**src/rtl/ewt_pkg.sv**
```systemverilog
`default_nettype none

package ewt_pkg;

    typedef logic [1:0] t_kind;

    localparam t_kind KIND_BYTE = 2'd0;
    localparam t_kind KIND_END  = 2'd1;
    localparam t_kind KIND_ERR  = 2'd2;
    localparam t_kind KIND_NONE = 2'd3;

    typedef enum logic [1:0] {
        ESC_IDLE,
        ESC_SLASH,
        ESC_ZERO,
        ESC_DIGIT
    } t_esc;

    typedef enum logic [1:0] {
        QT_NONE,
        QT_OPEN,
        QT_CLOSED
    } t_quote;

    localparam logic [7:0] CH_NUL   = 8'h00;
    localparam logic [7:0] CH_N     = 8'h6E;
    localparam logic [7:0] CH_B     = 8'h62;
    localparam logic [7:0] CH_T     = 8'h74;
    localparam logic [7:0] CH_ZERO  = 8'h30;
    localparam logic [7:0] CH_SEVEN = 8'h37;
    localparam logic [7:0] CH_OPEN  = 8'h28;
    localparam logic [7:0] CH_CLOSE = 8'h29;
    localparam logic [7:0] CH_BSL   = 8'h5C;
    localparam logic [7:0] CH_LF    = 8'h0A;
    localparam logic [7:0] CH_BS    = 8'h08;
    localparam logic [7:0] CH_TAB   = 8'h09;
    localparam logic [7:0] CH_CR    = 8'h0D;
    localparam logic [7:0] CH_SPACE = 8'h20;

    localparam int MAX_RES = 3;

    typedef struct packed {
        t_kind      kind;
        logic [7:0] data;
    } t_res;

    function automatic logic is_space(input logic [7:0] c);
        return (c == CH_SPACE) || (c >= CH_TAB && c <= CH_CR);
    endfunction

    function automatic logic is_oct(input logic [7:0] c);
        return (c >= CH_ZERO) && (c <= CH_SEVEN);
    endfunction

endpackage

`default_nettype wire

```
**src/rtl/ewt_if.sv**
```systemverilog
`default_nettype none

interface ewt_in_if;
    logic       valid;
    logic       ready;
    logic [7:0] ch;

    modport source (output valid, output ch, input ready);
    modport sink   (input valid, input ch, output ready);
endinterface

interface ewt_out_if;
    logic          valid;
    logic          ready;
    ewt_pkg::t_kind kind;
    logic [7:0]    data;
    logic          last;

    modport source (output valid, output kind, output data, output last, input ready);
    modport sink   (input valid, input kind, input data, input last, output ready);
endinterface

`default_nettype wire

```
**src/rtl/escaped_word_tokenizer.sv**
```systemverilog
// Channel   Dir  Payload                 Word
// i_in      in   ch[7:0]                 one raw line byte, 0 ends the line
// o_out     out  kind[1:0] data[7:0] last one token result, last marks final of byte
//
// Each byte is decoded in the cycle it is accepted; its 1..3 results sit in a
// result buffer and leave one per cycle while o_out is ready.
// i_in.ready is high when the buffer is empty or its final result is being
// taken, so one-result bytes stream one per cycle, no bubble, unless o_out stalls.
// Synchronous active-low reset clears tokenizer state and empties the buffer.
// A stall on o_out holds the buffer and blocks i_in until its final result is taken.
`default_nettype none

module escaped_word_tokenizer (
    input  wire            i_clk,
    input  wire            i_rst_n,
    ewt_in_if.sink         i_in,
    ewt_out_if.source      o_out
);

    logic              r_in_word, n_in_word;
    ewt_pkg::t_quote   r_quote,   n_quote;
    ewt_pkg::t_esc     r_esc,     n_esc;
    logic [7:0]        r_held,    n_held;
    logic [7:0]        r_prev,    n_prev;
    logic              r_drop,    n_drop;

    ewt_pkg::t_res     r_res [ewt_pkg::MAX_RES];
    logic [1:0]        r_cnt;
    logic [1:0]        r_idx;
    logic              r_vld;

    ewt_pkg::t_res     c_res [ewt_pkg::MAX_RES];
    logic [1:0]        c_cnt;

    logic [7:0]        c;
    logic [1:0]        pre_n;
    logic [7:0]        pre0, pre1;
    logic              fresh;
    logic              fr_vld;
    ewt_pkg::t_res     fr;
    logic              out_last;
    logic              in_take;
    logic              out_take;

    assign c        = i_in.ch;
    assign out_last = (r_idx == (r_cnt - 2'd1));
    assign out_take = o_out.valid && o_out.ready;
    assign in_take  = i_in.valid && i_in.ready;

    assign i_in.ready  = !r_vld || (o_out.ready && out_last);
    assign o_out.valid = r_vld;
    assign o_out.kind  = r_res[r_idx].kind;
    assign o_out.data  = r_res[r_idx].data;
    assign o_out.last  = out_last;

    // tokenizer next state and results for the byte on i_in
    always_comb begin
        n_in_word = r_in_word;
        n_quote   = r_quote;
        n_esc     = r_esc;
        n_held    = r_held;
        n_prev    = r_prev;
        n_drop    = r_drop;
        pre_n     = 2'd0;
        pre0      = 8'h00;
        pre1      = 8'h00;
        fresh     = 1'b1;
        fr_vld    = 1'b0;
        fr        = '{kind: ewt_pkg::KIND_NONE, data: 8'h00};

        if (r_drop) begin
            fresh = 1'b0;
            if (c == ewt_pkg::CH_NUL) begin
                n_in_word = 1'b0;
                n_quote   = ewt_pkg::QT_NONE;
                n_esc     = ewt_pkg::ESC_IDLE;
                n_held    = 8'h00;
                n_prev    = 8'h00;
                n_drop    = 1'b0;
            end
        end else begin
            case (r_esc)
                ewt_pkg::ESC_SLASH: begin
                    n_esc = ewt_pkg::ESC_IDLE;
                    if (c == ewt_pkg::CH_N) begin
                        pre0 = ewt_pkg::CH_LF;  pre_n = 2'd1; n_prev = c; fresh = 1'b0;
                    end else if (c == ewt_pkg::CH_B) begin
                        pre0 = ewt_pkg::CH_BS;  pre_n = 2'd1; n_prev = c; fresh = 1'b0;
                    end else if (c == ewt_pkg::CH_T) begin
                        pre0 = ewt_pkg::CH_TAB; pre_n = 2'd1; n_prev = c; fresh = 1'b0;
                    end else if (c == ewt_pkg::CH_ZERO) begin
                        n_esc = ewt_pkg::ESC_ZERO;
                        fresh = 1'b0;
                    end else if (c == ewt_pkg::CH_NUL) begin
                        // trailing backslash stands for itself, then the line ends
                        pre0 = ewt_pkg::CH_BSL; pre_n = 2'd1; n_prev = ewt_pkg::CH_BSL;
                    end else begin
                        pre0 = c; pre_n = 2'd1; n_prev = c; fresh = 1'b0;
                    end
                end
                ewt_pkg::ESC_ZERO: begin
                    n_esc = ewt_pkg::ESC_IDLE;
                    if (ewt_pkg::is_oct(c)) begin
                        n_esc  = ewt_pkg::ESC_DIGIT;
                        n_held = c;
                        fresh  = 1'b0;
                    end else begin
                        pre0 = ewt_pkg::CH_ZERO; pre_n = 2'd1; n_prev = ewt_pkg::CH_ZERO;
                    end
                end
                ewt_pkg::ESC_DIGIT: begin
                    n_esc = ewt_pkg::ESC_IDLE;
                    if (ewt_pkg::is_oct(c)) begin
                        pre0   = {2'b00, r_held[2:0], c[2:0]};
                        pre_n  = 2'd1;
                        n_prev = c;
                        fresh  = 1'b0;
                    end else begin
                        // broken escape: emit the digits seen, reprocess this byte
                        pre0   = ewt_pkg::CH_ZERO;
                        pre1   = r_held;
                        pre_n  = 2'd2;
                        n_prev = r_held;
                    end
                    n_held = 8'h00;
                end
                default: ;
            endcase

            if (fresh) begin
                if (c == ewt_pkg::CH_NUL) begin
                    if (r_in_word) begin
                        fr_vld = 1'b1;
                        if (r_quote == ewt_pkg::QT_OPEN ||
                            (r_quote == ewt_pkg::QT_CLOSED && n_prev != ewt_pkg::CH_CLOSE))
                            fr.kind = ewt_pkg::KIND_ERR;
                        else
                            fr.kind = ewt_pkg::KIND_END;
                    end
                    n_in_word = 1'b0;
                    n_quote   = ewt_pkg::QT_NONE;
                    n_esc     = ewt_pkg::ESC_IDLE;
                    n_held    = 8'h00;
                    n_prev    = 8'h00;
                    n_drop    = 1'b0;
                end else if (!r_in_word && ewt_pkg::is_space(c)) begin
                    // separator between words
                end else if (r_in_word && ewt_pkg::is_space(c) &&
                             r_quote != ewt_pkg::QT_OPEN) begin
                    fr_vld = 1'b1;
                    if (r_quote == ewt_pkg::QT_CLOSED && n_prev != ewt_pkg::CH_CLOSE) begin
                        fr.kind = ewt_pkg::KIND_ERR;
                        n_drop  = 1'b1;
                    end else begin
                        fr.kind = ewt_pkg::KIND_END;
                    end
                    n_in_word = 1'b0;
                    n_quote   = ewt_pkg::QT_NONE;
                    n_esc     = ewt_pkg::ESC_IDLE;
                    n_held    = 8'h00;
                    n_prev    = 8'h00;
                end else begin
                    if (!r_in_word) begin
                        n_in_word = 1'b1;
                        n_quote   = (c == ewt_pkg::CH_OPEN) ? ewt_pkg::QT_OPEN
                                                            : ewt_pkg::QT_NONE;
                    end
                    if (c == ewt_pkg::CH_BSL) begin
                        n_esc = ewt_pkg::ESC_SLASH;
                    end else begin
                        if (c == ewt_pkg::CH_CLOSE)
                            n_quote = ewt_pkg::QT_CLOSED;
                        fr_vld  = 1'b1;
                        fr.kind = ewt_pkg::KIND_BYTE;
                        fr.data = c;
                        n_prev  = c;
                    end
                end
            end
        end
    end

    // pack the results in order; a byte with no result reports one KIND_NONE entry
    always_comb begin
        for (int k = 0; k < ewt_pkg::MAX_RES; k++)
            c_res[k] = '{kind: ewt_pkg::KIND_NONE, data: 8'h00};
        c_res[0] = '{kind: ewt_pkg::KIND_BYTE, data: pre0};
        c_res[1] = '{kind: ewt_pkg::KIND_BYTE, data: pre1};
        if (fr_vld)
            c_res[pre_n] = fr;
        c_cnt = pre_n + {1'b0, fr_vld};
        if (c_cnt == 2'd0) begin
            c_res[0] = '{kind: ewt_pkg::KIND_NONE, data: 8'h00};
            c_cnt    = 2'd1;
        end
    end

    always_ff @(posedge i_clk) begin
        if (!i_rst_n) begin
            r_in_word <= 1'b0;
            r_quote   <= ewt_pkg::QT_NONE;
            r_esc     <= ewt_pkg::ESC_IDLE;
            r_held    <= 8'h00;
            r_prev    <= 8'h00;
            r_drop    <= 1'b0;
            r_vld     <= 1'b0;
            r_idx     <= 2'd0;
        end else begin
            if (in_take) begin
                r_in_word <= n_in_word;
                r_quote   <= n_quote;
                r_esc     <= n_esc;
                r_held    <= n_held;
                r_prev    <= n_prev;
                r_drop    <= n_drop;
                r_vld     <= 1'b1;
                r_idx     <= 2'd0;
            end else if (out_take) begin
                if (out_last)
                    r_vld <= 1'b0;
                else
                    r_idx <= r_idx + 2'd1;
            end
        end
    end

    always_ff @(posedge i_clk) begin
        if (in_take) begin
            r_res <= c_res;
            r_cnt <= c_cnt;
        end
    end

endmodule

`default_nettype wire

```
**src/flat_wrapper.sv**
```systemverilog
// flat-port wrapper written by rule: the top's interface ports become plain ports
module escaped_word_tokenizer_flat 
  (i_clk, i_rst_n, i_in_valid, i_in_ch, i_in_ready, o_out_valid, o_out_kind, o_out_data, o_out_last, o_out_ready);
  ewt_in_if i_in_i ();
  ewt_out_if o_out_i ();
  input  wire i_clk;
  input  wire i_rst_n;
  input wire logic [$bits(i_in_i.valid)-1:0] i_in_valid;
  input wire logic [$bits(i_in_i.ch)-1:0] i_in_ch;
  output wire logic [$bits(i_in_i.ready)-1:0] i_in_ready;
  output wire logic [$bits(o_out_i.valid)-1:0] o_out_valid;
  output wire logic [$bits(o_out_i.kind)-1:0] o_out_kind;
  output wire logic [$bits(o_out_i.data)-1:0] o_out_data;
  output wire logic [$bits(o_out_i.last)-1:0] o_out_last;
  input wire logic [$bits(o_out_i.ready)-1:0] o_out_ready;
  assign i_in_i.valid = i_in_valid;
  assign i_in_i.ch = i_in_ch;
  assign i_in_ready = i_in_i.ready;
  assign o_out_valid = o_out_i.valid;
  assign o_out_kind = o_out_i.kind;
  assign o_out_data = o_out_i.data;
  assign o_out_last = o_out_i.last;
  assign o_out_i.ready = o_out_ready;
  escaped_word_tokenizer u_core (.i_clk(i_clk), .i_rst_n(i_rst_n), .i_in(i_in_i), .o_out(o_out_i));
endmodule
```
**config.mk**
```make
export PLATFORM = sky130hd
export DESIGN_NAME = escaped_word_tokenizer_flat
export DESIGN_NICKNAME = d
export VERILOG_FILES = /design/src/rtl/ewt_pkg.sv /design/src/rtl/ewt_if.sv /design/src/rtl/escaped_word_tokenizer.sv /design/src/flat_wrapper.sv
export SDC_FILE = /design/constraint.sdc
export NUM_CORES = 1
export LEC_CHECK = 0
export ABC_AREA = 0
export BUFFER_PORTS_ARGS = -buffer_cell sky130_fd_sc_hd__buf_4
export CELL_PAD_IN_SITES_DETAIL_PLACEMENT = 1
export CELL_PAD_IN_SITES_GLOBAL_PLACEMENT = 2
export CORE_UTILIZATION = 40
export DETAILED_ROUTE_END_ITERATION = 16
export HOLD_SLACK_MARGIN = 0.05
export PLACE_DENSITY_LB_ADDON = 0.1
export SYNTH_ARGS = -nofsm -noshare
export SYNTH_HDL_FRONTEND = slang
export SYNTH_SLANG_ARGS = --single-unit
```
**constraint.sdc**
```tcl
create_clock -name i_clk -period 7.85 [get_ports i_clk]
set_clock_uncertainty 0.2 [all_clocks]
set_input_delay 1.57 -clock i_clk [delete_from_list [all_inputs] [get_ports i_clk]]
set_output_delay 1.57 -clock i_clk [all_outputs]
set_load 0.01 [all_outputs]
```
==> flow_summary.yaml <==
pwr:
  p_clk_share_pct: 39.7
  swShare_pct: 28.0
  p_int_uw: 507
  p_sw_uw: 198
  powerDensity_mw_per_mm2: 169
  p_leak_nw: 1.45
  p_seq_share_pct: 47.6
  pwr-share-comb_pct: 12.6
  vdd_ir_drop_max_mv: 0.0662
timing:
  rsz0062_at_grt: "no"
  setup_tns_ns: 0
  final-setup-viol-count: 0
  fin_crit_ns: 4.65
  fin_ws_ns: 3.20
  worst_pin_slew_ns: 1.03
  drv_slew: 0
  relSlewSlack_pct: 30.8
  min_period_over_period_pct: 59.3
  hold_viol: 0
  clock.fmax_mhz: 215
cts:
  numCtsBuffers: 9
  clock_path_buffers: 2
  cts_setup_buffers: 0
  cts_root_buf: "clkbuf_8"
  holdBufCountCts: 0
  cts_tree: "done"
  worstSkewPairLatency_ns: 0.35
  cts_resized: 0
  htree_num_levels: 3
  clk_pin_slew_ns: 0.06
  clock_sinks: 57
logic_synthesis:
  async_reset_ff_share_pct: 0
  yosysSeqAreaShare_pct: 38.8
  synth_seq_cells: 57
  synth_fp_nets: 462
  synthesis.area_sq_mm: 0.00377
  synth-edff-count: 32
  synthFlopType: "edfxtp_1"
  ys_types: 77
  syn_inst: 449
  synth_warnings: 0
  syn_avg_cell_area_sq_um: 8.39
layout:
  final_cell_mix: "nand2_1 (55), nor2_1 (42), o21ai_0 (33)"
  fillers: 1119
  diodes: 0
  final_common_cell: "nand2_1"
  syn_to_final_growth_pct: 10.4
  drive_gt1_share_pct: 12.9
  fin_nets: 467
floorplan:
  dieArea_sq_mm: 0.00981
  fp.dieW_um: 99.1
  boundaryPins: 25
  coreArea_sq_mm: 0.00920
  start_util_pct: 41.0
  die_h_um: 99.1
  row_count: 35
setup_path:
  start_kind: "primary input"
  cp.arrival_ns: 4.53
  crit_path_start: "i_in_ch[0]"
  rrSetupSlack_ns: 3.93
  worst-setup-path-type: "in2reg"
  rr_worst_depth: 9
  required_ns: 7.73
  rr_endpoint: "u_core.r_res[26]"
  worstPathMaxFanout: 14
  r2r-start: "u_core.r_esc[0]"
  endpoint: "u_core.r_res[26]"
  end_kind: "register"
placed_design:
  hpwl_mm: 9.96
  pre_cts_ws_ns: 2.88
  gp_congestion: 0.947
  portBuffers: 24
detailed_routing:
  firstDrtPassIters: 5
  route.detailed.drc: 0
  routedWlPerCell_um: 23.3
  vias_per_cell: 6.30
  ant_nets: 0
  via_count: 3592
  routed_wl_mm: 13.3
  drt_iter0_drc: 266
global_route:
  globalRouteMet2Util_pct: 45.5
  grt_overflow_total: 0
  grt_pass1_vias: 3609
  grt_pass1_wl_mm: 20.8
  grt_max_degree: 34
  use_met1_pct: 36.7
  met3_usage_pct: 4.61
  grt_use_total_pct: 28.2
  antenna_found_initial: 0
  grt_busiest_layer: "met2"
outcome:
  outcome: "completed"
min_path:
  hold_path_class: "reg2reg"
flow_run:
  cap_violations: 0
[power by group through the flow]
stage | Combinational, mW | Clock, mW | Sequential [mW]
final | 0.0890 | 0.280 | 0.335
after global routing | 0.0961 | 0.296 | 0.337
after CTS | 0.0886 | 0.283 | 0.336
after detailed placement | 0.0883 | 0 | 0.342
after global placement | 0.0868 | 0 | 0.342
after floorplan | 0.0564 | 0 | 0.339
[synthesized netlist by cell type (all sizes together) (3+ instances only)]
cell type / number / area [sq um]
nor3b: 4 / 35.0
a32o: 3 / 30.0
xor2: 3 / 26.3
nor3: 16 / 85.1
o32a: 4 / 41.3
and3: 6 / 42.5
dfxtp: 25 / 500
or4: 3 / 26.3
nand4: 6 / 37.5
and2: 6 / 37.5
edfxtp: 32 / 961
a31oi: 3 / 18.8
nand2b: 5 / 31.3
a21oi: 17 / 96.4
o22ai: 3 / 18.8
o21a: 6 / 45.0
nor2: 42 / 158
a32oi: 6 / 52.6
clkbuf: 21 / 78.8
nand2: 55 / 206
buf: 13 / 76.3
nand3: 20 / 113
inv: 16 / 60.1
or3: 6 / 37.5
a22oi: 5 / 37.5
o21ai: 37 / 189
nor2b: 8 / 50.1
nor4: 9 / 62.6
a211oi: 4 / 30.0
mux2i: 13 / 130
or2: 5 / 31.3
[worst max-delay path: stages]
cell	delay [ns]
buf_4	0.18
or4_1	0.60
nor2_1	0.57
a21oi_1	0.22
nand3_4	0.16
inv_1	0.08
ha_1	0.19
xor2_1	0.27
nor2_1	0.17
a2111oi_0	0.50
[cell families (layout without fill, tap and decap cells)]
kind of cell    count (synthesis)  after routing  share of synthesized area [%]
xor+xnor                        4              4                          0.930
mux                            14             14                           3.75
buf+inv                        50             60                           5.71
flops                          57             57                           38.8
fa+ha+maj                       1              1                          0.332
compound gates                123            123                           23.0
simple gates                  200            200                           27.5
[flip-flops by register name, indices dropped and copies added (netlist names)]
| name | count |
|---|---|
| u_core.r_prev | 8 |
| u_core.r_in_word | 1 |
| u_core.r_held | 8 |
| u_core.r_res | 30 |
| u_core.r_cnt | 2 |
| u_core.r_drop | 1 |
| u_core.o_out.valid | 1 |
| u_core.r_quote | 2 |
| u_core.r_esc | 2 |
| u_core.r_idx | 2 |
[through the flow]
stage          power [mW]  hold slack (ns)  std cells  utilization, %  instance area [sq um]
2_1_floorplan       0.395            0.233        449               -                   3770
3_3_place_gp        0.428            0.261        554            43.1                   3960
3_5_place_dp        0.431            0.268        554            43.1                   3960
4_1_cts             0.708            0.281        570            45.2                   4160
5_1_grt             0.729            0.285        570            45.2                   4160
6_report            0.704            0.288        570            45.2                   4160
[how the worst min path moves through the flow]
stage,slack (ns),to,cells after the start,from
floorplan,0.23,u_core.r_prev[6],2,u_core.r_prev[6]
global placement,0.26,u_core.r_prev[6],2,u_core.r_prev[6]
detailed placement,0.27,u_core.r_prev[6],2,u_core.r_prev[6]
CTS,0.28,u_core.r_prev[6],2,u_core.r_prev[6]
global route,0.29,u_core.r_prev[6],2,u_core.r_prev[6]
finish,0.29,u_core.r_prev[6],2,u_core.r_prev[6]
[per-layer routing]
layer / wire length, um / vias up
met5: 0 / -
met4: 614 / 0
met3: 627 / 32
met2: 6080 / 106
met1: 5950 / 1756
li1: - / 1698
[cell type report]
class	instances	area (sq um)	share of cell area, %
Clock buffer	10	128	3.07
Clock inverter	6	68.8	1.66
Inverter	16	60.1	1.44
Multi-Input combinational cell	342	2090	50.3
Sequential cell	57	1460	35.1
Tap cell	111	139	3.34
Timing Repair Buffer	28	210	5.06
Note: power is estimated with default switching activity, not from simulation.
